$ cat src/bsa_pkg.sv
// Shared constants, codes and helper functions for the bitmap slot allocator.
// No dependencies; every other file in src refers to this package by scoped names.
`default_nettype none
package bsa_pkg;

	localparam int SLOT_COUNT   = 256;
	localparam int SLOT_BYTES   = 16;
	localparam int HEADER_BYTES = 32;
	localparam int PAGE_BYTES   = 4096;

	localparam int WORD_BITS  = 32;
	localparam int WORD_COUNT = SLOT_COUNT / WORD_BITS;
	localparam int WORD_AW    = $clog2(WORD_COUNT);
	localparam int BIT_AW     = $clog2(WORD_BITS);
	localparam int SLOT_AW    = $clog2(SLOT_COUNT);
	localparam int SLOT_SHIFT = $clog2(SLOT_BYTES);
	localparam int PAGE_AW    = $clog2(PAGE_BYTES);

	localparam int FUNC_W  = 2;
	localparam int REQ_W   = 8;
	localparam int FOFF_W  = 20;
	localparam int BOFF_W  = 13;
	localparam int AVAIL_W = 21;
	localparam int POOL_W  = 21;

	localparam int APB_AW = 3;
	localparam int APB_DW = 32;

	localparam logic [FUNC_W-1:0] FUNC_ALLOC = 2'd0;
	localparam logic [FUNC_W-1:0] FUNC_FREE  = 2'd1;
	localparam logic [FUNC_W-1:0] FUNC_QUERY = 2'd2;

	// register index = paddr[2]
	localparam logic REG_POOL_SIZE = 1'b0;

	localparam logic [POOL_W-1:0] POOL_MAX   = 21'd1048576;
	localparam logic [POOL_W-1:0] POOL_RESET = 21'd4096;

	// free byte count after (re)initialization with a given requested pool size
	function automatic logic signed [AVAIL_W-1:0] pool_avail(input logic [POOL_W-1:0] sz);
		logic [POOL_W-1:0] s;
		logic [POOL_W:0]   r;
		s = sz;
		if (s == '0)
			s = POOL_W'(1);
		if (s > POOL_MAX)
			s = POOL_MAX;
		r = (POOL_W+1)'(s) + (POOL_W+1)'(PAGE_BYTES - 1);
		r[PAGE_AW-1:0] = '0;
		return signed'(POOL_W'(r) - AVAIL_W'(HEADER_BYTES));
	endfunction

	// index of the lowest clear bit; caller checks the word is not all ones
	function automatic logic [BIT_AW-1:0] first_zero(input logic [WORD_BITS-1:0] w);
		logic [BIT_AW-1:0] idx;
		idx = '0;
		for (int i = WORD_BITS - 1; i >= 0; i--) begin
			if (!w[i])
				idx = BIT_AW'(i);
		end
		return idx;
	endfunction

endpackage
`default_nettype wire

$ cat src/bsa_chan_if.sv
// Valid/ready channel interfaces for the allocator command and response.
// Depends on bsa_pkg for the field widths.
`default_nettype none
interface bsa_cmd_if;
	logic                         valid;
	logic                         ready;
	logic [bsa_pkg::FUNC_W-1:0]   func;
	logic [bsa_pkg::REQ_W-1:0]    request_bytes;
	logic                         pointer_null;
	logic [bsa_pkg::FOFF_W-1:0]   free_offset;

	modport source (output valid, func, request_bytes, pointer_null, free_offset,
		input ready);
	modport sink (input valid, func, request_bytes, pointer_null, free_offset,
		output ready);
endinterface

interface bsa_rsp_if;
	logic                                valid;
	logic                                ready;
	logic                                status;
	logic [bsa_pkg::BOFF_W-1:0]          block_offset;
	logic signed [bsa_pkg::AVAIL_W-1:0]  available_bytes;

	modport source (output valid, status, block_offset, available_bytes, input ready);
	modport sink (input valid, status, block_offset, available_bytes, output ready);
endinterface
`default_nettype wire

$ cat src/bitmap_slot_allocator.sv
// Bitmap slot allocator: one transaction in, one response out, in order. The in-use
// bitmap sits in an 8 x 32-bit synchronous memory, and the first-free search reads
// one word per cycle from word 0 until it finds a free slot or has read the last word;
// a free reads, modifies and writes back its word, while a query or a rejected
// command goes straight to the response. A finished response waits in an output
// register, so a new command is taken while the previous response is still unclaimed.
// Writing pool_size (APB, address 0) reinitializes the pool: per-word valid flags
// clear the whole bitmap at once, no sweep is needed.
// Depends on bsa_pkg and the interfaces in bsa_chan_if.sv.
`default_nettype none
module bitmap_slot_allocator (
	input  wire logic                          clk,
	input  wire logic                          arst_n,
	bsa_cmd_if.sink                            cmd,
	bsa_rsp_if.source                          rsp,
	input  wire logic                          psel,
	input  wire logic                          penable,
	input  wire logic                          pwrite,
	input  wire logic [bsa_pkg::APB_AW-1:0]    paddr,
	input  wire logic [bsa_pkg::APB_DW-1:0]    pwdata,
	output logic      [bsa_pkg::APB_DW-1:0]    prdata,
	output logic                               pready
);

	localparam logic [1:0] ST_IDLE = 2'd0;
	localparam logic [1:0] ST_SCAN = 2'd1;
	localparam logic [1:0] ST_FREE = 2'd2;
	localparam logic [1:0] ST_OUTW = 2'd3;

	localparam int WA = bsa_pkg::WORD_AW;
	localparam int BA = bsa_pkg::BIT_AW;
	localparam int WB = bsa_pkg::WORD_BITS;

	logic [1:0]                          state_q;
	logic [bsa_pkg::POOL_W-1:0]          pool_size_q;
	logic signed [bsa_pkg::AVAIL_W-1:0]  free_bytes_q;
	logic [bsa_pkg::WORD_COUNT-1:0]      row_vld_q;
	logic [WA-1:0]                       widx_q;
	logic [BA-1:0]                       bit_q;
	logic                                pend_status_q;
	logic [bsa_pkg::BOFF_W-1:0]          pend_blk_q;
	logic                                out_valid_q;
	logic                                out_status_q;
	logic [bsa_pkg::BOFF_W-1:0]          out_blk_q;
	logic signed [bsa_pkg::AVAIL_W-1:0]  out_avail_q;

	logic [WB-1:0] mem [bsa_pkg::WORD_COUNT];
	logic [WB-1:0] rd_data_q;
	logic [WA-1:0] rd_addr;
	logic          mem_we;
	logic [WB-1:0] mem_wdata;

	logic                           cmd_fire;
	logic                           cfg_we;
	logic                           alloc_ok;
	logic                           free_ok;
	logic [bsa_pkg::FOFF_W-1:0]     rel;
	logic [bsa_pkg::SLOT_AW-1:0]    free_slot;
	logic [WB-1:0]                  word;
	logic                           word_full;
	logic [BA-1:0]                  zero_bit;
	logic                           alloc_hit;
	logic                           out_load;

	assign cmd_fire  = cmd.valid && cmd.ready;
	assign cmd.ready = (state_q == ST_IDLE);
	assign cfg_we    = psel && penable && pwrite && (paddr[2] == bsa_pkg::REG_POOL_SIZE);
	assign pready    = 1'b1;
	assign prdata    = (paddr[2] == bsa_pkg::REG_POOL_SIZE) ?
		bsa_pkg::APB_DW'(pool_size_q) : '0;

	// command decode
	assign alloc_ok = (cmd.func == bsa_pkg::FUNC_ALLOC) && (cmd.request_bytes != '0)
		&& (cmd.request_bytes <= bsa_pkg::REQ_W'(bsa_pkg::SLOT_BYTES))
		&& (free_bytes_q >= $signed({{(bsa_pkg::AVAIL_W-bsa_pkg::REQ_W){1'b0}},
			cmd.request_bytes}));
	assign rel       = cmd.free_offset - bsa_pkg::FOFF_W'(bsa_pkg::HEADER_BYTES);
	assign free_slot = rel[bsa_pkg::SLOT_SHIFT +: bsa_pkg::SLOT_AW];
	assign free_ok   = (cmd.func == bsa_pkg::FUNC_FREE) && !cmd.pointer_null
		&& (cmd.free_offset >= bsa_pkg::FOFF_W'(bsa_pkg::HEADER_BYTES))
		&& (rel[bsa_pkg::SLOT_SHIFT-1:0] == '0)
		&& (rel[bsa_pkg::FOFF_W-1:bsa_pkg::SLOT_SHIFT+bsa_pkg::SLOT_AW] == '0);

	// words never written since init read as all free
	assign word      = row_vld_q[widx_q] ? rd_data_q : '0;
	assign word_full = &word;
	assign zero_bit  = bsa_pkg::first_zero(word);
	assign alloc_hit = (state_q == ST_SCAN) && !word_full;

	always_comb begin
		rd_addr = widx_q + WA'(1);
		if (state_q == ST_IDLE)
			rd_addr = alloc_ok ? '0 : free_slot[bsa_pkg::SLOT_AW-1:BA];
	end

	always_comb begin
		mem_we    = 1'b0;
		mem_wdata = word;
		if (alloc_hit) begin
			mem_we    = 1'b1;
			mem_wdata = word | (WB'(1) << zero_bit);
		end else if (state_q == ST_FREE) begin
			mem_we    = 1'b1;
			mem_wdata = word & ~(WB'(1) << bit_q);
		end
	end

	// one access at a time: the write lands before the next transaction's read
	always_ff @(posedge clk) begin
		if (mem_we)
			mem[widx_q] <= mem_wdata;
		rd_data_q <= mem[rd_addr];
	end

	assign out_load = (state_q == ST_OUTW) && (!out_valid_q || rsp.ready);

	always_ff @(posedge clk or negedge arst_n) begin
		if (!arst_n) begin
			state_q      <= ST_IDLE;
			pool_size_q  <= bsa_pkg::POOL_RESET;
			free_bytes_q <= bsa_pkg::pool_avail(bsa_pkg::POOL_RESET);
			row_vld_q    <= '0;
			out_valid_q  <= 1'b0;
		end else begin
			if (cfg_we) begin
				pool_size_q  <= pwdata[bsa_pkg::POOL_W-1:0];
				free_bytes_q <= bsa_pkg::pool_avail(pwdata[bsa_pkg::POOL_W-1:0]);
				row_vld_q    <= '0;
			end
			unique case (state_q)
				ST_IDLE: begin
					if (cmd_fire) begin
						if (alloc_ok)
							state_q <= ST_SCAN;
						else if (free_ok)
							state_q <= ST_FREE;
						else
							state_q <= ST_OUTW;
					end
				end
				ST_SCAN: begin
					if (!word_full) begin
						row_vld_q[widx_q] <= 1'b1;
						free_bytes_q <= free_bytes_q - bsa_pkg::AVAIL_W'(bsa_pkg::SLOT_BYTES);
						state_q <= ST_OUTW;
					end else if (widx_q == WA'(bsa_pkg::WORD_COUNT - 1)) begin
						state_q <= ST_OUTW;
					end
				end
				ST_FREE: begin
					row_vld_q[widx_q] <= 1'b1;
					state_q <= ST_OUTW;
				end
				ST_OUTW: begin
					if (out_load)
						state_q <= ST_IDLE;
				end
				default: state_q <= ST_IDLE;
			endcase
			if (out_load)
				out_valid_q <= 1'b1;
			else if (rsp.ready)
				out_valid_q <= 1'b0;
		end
	end

	// datapath registers
	always_ff @(posedge clk) begin
		unique case (state_q)
			ST_IDLE: begin
				widx_q        <= alloc_ok ? '0 : free_slot[bsa_pkg::SLOT_AW-1:BA];
				bit_q         <= free_slot[BA-1:0];
				pend_status_q <= !(free_ok || (cmd.func == bsa_pkg::FUNC_QUERY));
				pend_blk_q    <= '0;
			end
			ST_SCAN: begin
				if (!word_full) begin
					pend_status_q <= 1'b0;
					pend_blk_q    <= bsa_pkg::BOFF_W'(bsa_pkg::HEADER_BYTES)
						+ bsa_pkg::BOFF_W'({widx_q, zero_bit, {bsa_pkg::SLOT_SHIFT{1'b0}}});
				end else begin
					pend_status_q <= 1'b1;
					widx_q        <= widx_q + WA'(1);
				end
			end
			ST_FREE: pend_status_q <= 1'b0;
			ST_OUTW: begin
				if (out_load) begin
					out_status_q <= pend_status_q;
					out_blk_q    <= pend_blk_q;
					out_avail_q  <= free_bytes_q;
				end
			end
			default: ;
		endcase
	end

	assign rsp.valid           = out_valid_q;
	assign rsp.status          = out_status_q;
	assign rsp.block_offset    = out_blk_q;
	assign rsp.available_bytes = out_avail_q;

`ifndef SYNTH
	a_scan_has_bytes: assert property (@(posedge clk) disable iff (!arst_n)
		(state_q == ST_SCAN) |-> (free_bytes_q > 0))
		else $error("search running with no bytes left");
	a_fire_leaves_idle: assert property (@(posedge clk) disable iff (!arst_n)
		cmd_fire |=> (state_q != ST_IDLE))
		else $error("accepted transaction dropped");
	a_free_from_idle: assert property (@(posedge clk) disable iff (!arst_n)
		(state_q == ST_FREE) |-> ($past(state_q) == ST_IDLE))
		else $error("free write-back without a read");
	a_write_marks_row: assert property (@(posedge clk) disable iff (!arst_n)
		(mem_we && !cfg_we) |=> row_vld_q[$past(widx_q)])
		else $error("written word not marked valid");
	a_bytes_only_change: assert property (@(posedge clk) disable iff (!arst_n)
		!$stable(free_bytes_q) |-> ($past(cfg_we) || $past(alloc_hit)))
		else $error("free byte count changed without allocate or init");
`endif

endmodule
`default_nettype wire
$ cat src/flat_wrapper.sv
// flat-port wrapper written by rule: the top's interface ports become plain ports
module bitmap_slot_allocator_flat 
  (clk, arst_n, psel, penable, pwrite, paddr, pwdata, prdata, pready, cmd_valid, cmd_func, cmd_request_bytes, cmd_pointer_null, cmd_free_offset, cmd_ready, rsp_valid, rsp_status, rsp_block_offset, rsp_available_bytes, rsp_ready);
  bsa_cmd_if cmd_i ();
  bsa_rsp_if rsp_i ();
  input  wire logic clk;
  input  wire logic arst_n;
  input  wire logic psel;
  input  wire logic penable;
  input  wire logic pwrite;
  input  wire logic [bsa_pkg::APB_AW-1:0] paddr;
  input  wire logic [bsa_pkg::APB_DW-1:0] pwdata;
  output logic      [bsa_pkg::APB_DW-1:0] prdata;
  output logic pready;
  input wire logic [$bits(cmd_i.valid)-1:0] cmd_valid;
  input wire logic [$bits(cmd_i.func)-1:0] cmd_func;
  input wire logic [$bits(cmd_i.request_bytes)-1:0] cmd_request_bytes;
  input wire logic [$bits(cmd_i.pointer_null)-1:0] cmd_pointer_null;
  input wire logic [$bits(cmd_i.free_offset)-1:0] cmd_free_offset;
  output wire logic [$bits(cmd_i.ready)-1:0] cmd_ready;
  output wire logic [$bits(rsp_i.valid)-1:0] rsp_valid;
  output wire logic [$bits(rsp_i.status)-1:0] rsp_status;
  output wire logic [$bits(rsp_i.block_offset)-1:0] rsp_block_offset;
  output wire logic [$bits(rsp_i.available_bytes)-1:0] rsp_available_bytes;
  input wire logic [$bits(rsp_i.ready)-1:0] rsp_ready;
  assign cmd_i.valid = cmd_valid;
  assign cmd_i.func = cmd_func;
  assign cmd_i.request_bytes = cmd_request_bytes;
  assign cmd_i.pointer_null = cmd_pointer_null;
  assign cmd_i.free_offset = cmd_free_offset;
  assign cmd_ready = cmd_i.ready;
  assign rsp_valid = rsp_i.valid;
  assign rsp_status = rsp_i.status;
  assign rsp_block_offset = rsp_i.block_offset;
  assign rsp_available_bytes = rsp_i.available_bytes;
  assign rsp_i.ready = rsp_ready;
  bitmap_slot_allocator u_core (.clk(clk), .arst_n(arst_n), .cmd(cmd_i), .rsp(rsp_i), .psel(psel), .penable(penable), .pwrite(pwrite), .paddr(paddr), .pwdata(pwdata), .prdata(prdata), .pready(pready));
endmodule
$ cat config.mk
export PLATFORM = sky130hd
export DESIGN_NAME = bitmap_slot_allocator_flat
export DESIGN_NICKNAME = d
export VERILOG_FILES = /design/src/bsa_pkg.sv /design/src/bsa_chan_if.sv /design/src/bitmap_slot_allocator.sv /design/src/flat_wrapper.sv
export SDC_FILE = /design/constraint.sdc
export NUM_CORES = 1
export LEC_CHECK = 0
export ABC_AREA = 1
export BUFFER_PORTS_ARGS = -buffer_cell sky130_fd_sc_hd__buf_2
export CAP_MARGIN = 20
export CORE_MARGIN = 2
export CORE_UTILIZATION = 65
export DETAILED_ROUTE_END_ITERATION = 10
export PLACE_DENSITY = 0.83
export SETUP_SLACK_MARGIN = 0.02
export SLEW_MARGIN = 10
export SYNTH_ARGS = -nofsm -noshare
export SYNTH_HDL_FRONTEND = slang
export SYNTH_SLANG_ARGS = --single-unit
$ cat constraint.sdc
create_clock -name clk -period 8.2 [get_ports clk]
set_input_delay 2.46 -clock clk [delete_from_list [all_inputs] [get_ports clk]]
set_output_delay 2.46 -clock clk [all_outputs]
set_load 0.01 [all_outputs]
==> impl_metrics.py <==
metrics = {
    "sta": {
        "finClkSkew_ps": 21.0,
        "worst_pin_slew_ps": 906,
        "setup_tns_ps": 0,
        "setup_viol": 0,
        "hold_viol": 0,
        "maxSlewViolCount": 0,
        "fmax_mhz": 167,
        "fin_crit_sh_pct": 73.0,
        "max_slew_margin_pct": 39.4,
        "period_minus_slack_ps": 5990,
        "rsz0062_at_grt": "no",
        "finalWorstSetupSlack_ps": 2210,
    },
    "place": {
        "dpl_cell_area_um2": 18400,
        "gp_congestion": 0.981,
        "dp_cells": 2086,
        "numPortBuffers": 113,
        "hpwl_mm": 25.5,
        "dpl_worst_slack_ps": 1610,
    },
    "global_routing": {
        "grt_max_degree": 110,
        "grtUsageMet1_pct": 39.1,
        "gr-total-overflow": 0,
        "use_met3_pct": 4.16,
        "first_global_vias": 12700,
        "grt_use_met2_pct": 49.8,
        "antenna_found_initial": 0,
        "grt_pass1_wl_mm": 65.2,
        "grt_busiest_layer": "met2",
        "grtUsageTotal_pct": 29.3,
    },
    "synth": {
        "yosys_warnings": 0,
        "synth_enable_flop_cells": 305,
        "syn-cell-area_um2": 17600,
        "ys_ff_latch": 390,
        "synthCells": 1693,
        "synth_top_area_share_pct": 52.1,
        "yosysMostFrequentCell": "nor2_1",
        "synth_top_area_cell": "edfxtp_1",
        "synth_area_leaders": "edfxtp_1, nor2_1, dfrtp_1",
        "synth-main-ff-cell": "edfxtp_1",
        "synthDistinctLibCells": 63,
        "async_reset_ff_share_pct": 13.6,
        "yosysSeqAreaShare_pct": 63.3,
        "ys_top_cells_by_count": "nor2_1, edfxtp_1, o21ai_0",
        "synth.avg_cell_area_um2": 10.4,
    },
    "status": {
        "outcome": "finished, final reports clean",
    },
    "die": {
        "fp.coreArea_um2": 26700,
        "die_h_um": 169,
        "die_area_um2": 28400,
        "fp.dieW_um": 169,
        "io_pins": 143,
        "rows": 60,
        "start_util_pct": 65.8,
    },
    "worst_hold_path": {
        "hold_path_depth": 0,
        "hp-class": "register to register",
        "hp-start": "u_core.pend_blk_q[9]",
        "hold_path_end": "u_core.rsp.block_offset[9]",
    },
    "layout": {
        "layout-drive-gt1-share_pct": 15.9,
        "syn_to_final_growth_pct": 11.8,
        "fin_nets": 1881,
        "antenna_cells": 0,
        "stdcell_area_um2": 19700,
        "final_cells": 2158,
        "fin_util_pct": 73.6,
    },
    "drt": {
        "via_count": 13000,
        "final_antenna_net_count": 0,
        "drt_iter0_markers": 1314,
        "drt-pass1-iter-count": 5,
        "vias_per_cell": 6.04,
        "remaining_drc_errors": 0,
        "wl_mm": 41.8,
        "routedWlPerCell_um": 19.4,
    },
    "clocking": {
        "cts_tree": "built",
        "clk_path_buf_depth": 3,
        "cts_buffers": 39,
        "clock_latency_ps": 530,
        "cts_sinks": 390,
        "cts_resized": 0,
        "postCtsHoldBufs": 0,
        "root_buffer": "clkbuf_16",
        "clk_pin_slew_ps": 60,
        "htreeDepth": 2,
        "postCtsSetupRepairBufs": 0,
    },
    "setup_path": {
        "worstPathCellList": "buf_2 > inv_1 > ha_1 > a21oi_1 > o21ai_1 > a21oi_1 > o21bai_1 > a21o_1 > a21oi_1 > o21ai_0 > o211ai_2 > nand3_1 > o21ai_4 > buf_4 > clkinv_2 > buf_4 > buf_16 > nor2_1 > nor2_1 > o21ai_0 > a31oi_1",
        "crit_type": "input pin to register",
        "critPathArrivalTime_ps": 6320,
        "r2r_cells": 18,
        "crit_slowest_cell": "buf_4",
        "path_max_fanout": 84,
        "r2r-end": "u_core.mem[2][7]",
        "crit_path_start_kind": "input pin",
        "cpPeakStageDelay_ps": 500,
        "rrSetupSlack_ps": 2720,
        "r2r_start": "u_core.widx_q[0]",
        "crit_required_ps": 8530,
        "critPathCaptureType": "register",
        "cpMostUsedCell": "a21oi_1",
    },
    "pwr": {
        "leakage_nw": 7.53,
        "ir_drop_mv": 0.246,
        "power.density_nw_per_um2": 392,
    },
    "job": {
        "maxCapViolations": 0,
    },
}
## metal layers
metal	routed length [µm]	vias up
met5	0	-
met4	988	0
met3	3210	86
met2	20600	642
met1	17100	6258
li1	-	6059
## area by class of cell
type                    count  area, µm²
well taps                 341        427
clock inverters            17        146
inverters                 149        563
repair buffers            132        726
fillers                  1788       7050
flip-flops and latches    390      11100
multi-input cells        1076       5560
clock buffers              53       1110
## power by group
group          internal, mW  switching (mW)
registers              2.91           0.262
clock network          1.02           0.710
logic                 0.790            2.02
total                  4.71            3.00
## worst max-delay path: cells and delay by family
| family | cells | cell delay, ps |
|---|---|---|
| fa+ha+maj | 1 | 310 |
| compound gates | 11 | 1470 |
| buf+inv | 6 | 1670 |
| simple gates | 3 | 350 |
## per-stage QoR
stage                     hold slack (ps)  total power [mW]
final                                 428              7.71
after global routing                  430              8.11
after CTS                             429              7.66
after detailed placement              415              5.91
after global placement                406              5.78
after floorplan                       400              5.07
## worst max-delay path by stage
stage	start	end	depth (start not counted)	slack [ps]
6_report	cmd_request_bytes[2]	u_core.rd_data_q[10]	21	2210
5_1_grt	cmd_request_bytes[2]	u_core.rd_data_q[10]	21	1830
4_1_cts	cmd_request_bytes[2]	u_core.rd_data_q[6]	20	2120
3_5_place_dp	cmd_request_bytes[2]	u_core.rd_data_q[10]	20	1610
3_3_place_gp	cmd_request_bytes[2]	u_core.rd_data_q[21]	20	1720
2_1_floorplan	u_core.widx_q[2]	u_core.mem[6][0]	16	2720
## cells by family (layout without fill, tap and decap cells)
| kind of cell | Yosys count | in the layout | share of synthesized area [%] |
|---|---|---|---|
| AND/OR/NAND/NOR | 683 | 683 | 17.3 |
| flip-flops | 390 | 390 | 63.3 |
| AO/OA/AOI/OAI | 340 | 340 | 11.2 |
| buffers and inverters | 241 | 351 | 5.90 |
| adder cells (fa/ha/maj) | 20 | 20 | 1.42 |
| XOR/XNOR | 17 | 17 | 0.889 |
| other | 2 | 16 | 0.0427 |
## flip-flops by register name, summed over array words and instances, names as in the netlist, 5 cells and up
register / flops
u_core.mem: 256
u_core.rd_data_q: 32
u_core.free_bytes_q: 21
u_core.pool_size_q: 21
u_core.rsp.available_bytes: 21
u_core.pend_blk_q: 9
u_core.rsp.block_offset: 9
u_core.row_vld_q: 8
u_core.bit_q: 5
## cells in the final DEF, fill, tap and decap left out, types with 5 or more instances in the layout
| cell type | Yosys | final |
|---|---|---|
| nor3_2 | 5 | 7 |
| inv_1 | 132 | 131 |
| nand2_1 | 168 | 168 |
| nand3_1 | 78 | 78 |
| o21ai_1 | 21 | 20 |
| inv_2 | 14 | 14 |
| o22ai_1 | 37 | 37 |
| nor2_1 | 329 | 324 |
| dfrtp_1 | 45 | 45 |
| a211oi_1 | 5 | 5 |
| o21bai_1 | 7 | 7 |
| nor4_1 | 18 | 17 |
| o21ai_0 | 177 | 175 |
| buf_4 | 19 | 17 |
| clkbuf_1 | 47 | 8 |
| a21oi_1 | 21 | 20 |
| edfxtp_1 | 305 | 305 |
| nand4_1 | 17 | 17 |
| nor3_1 | 18 | 16 |
| xor2_1 | 14 | 14 |
| dfxtp_1 | 32 | 32 |
| conb_1 | 2 | 16 |
| clkinv_1 | 2 | 6 |
| a31oi_1 | 40 | 40 |
| buf_2 | 20 | 114 |
| clkinv_2 | 0 | 7 |
| ha_1 | 20 | 20 |
| o211ai_1 | 5 | 5 |
| nand2_2 | 12 | 12 |
| clkbuf_16 | 0 | 41 |
| dfstp_2 | 8 | 8 |
| nor2_4 | 8 | 13 |
| nor2_2 | 14 | 14 |
No activity file was read; power rests on OpenSTA's default activity.
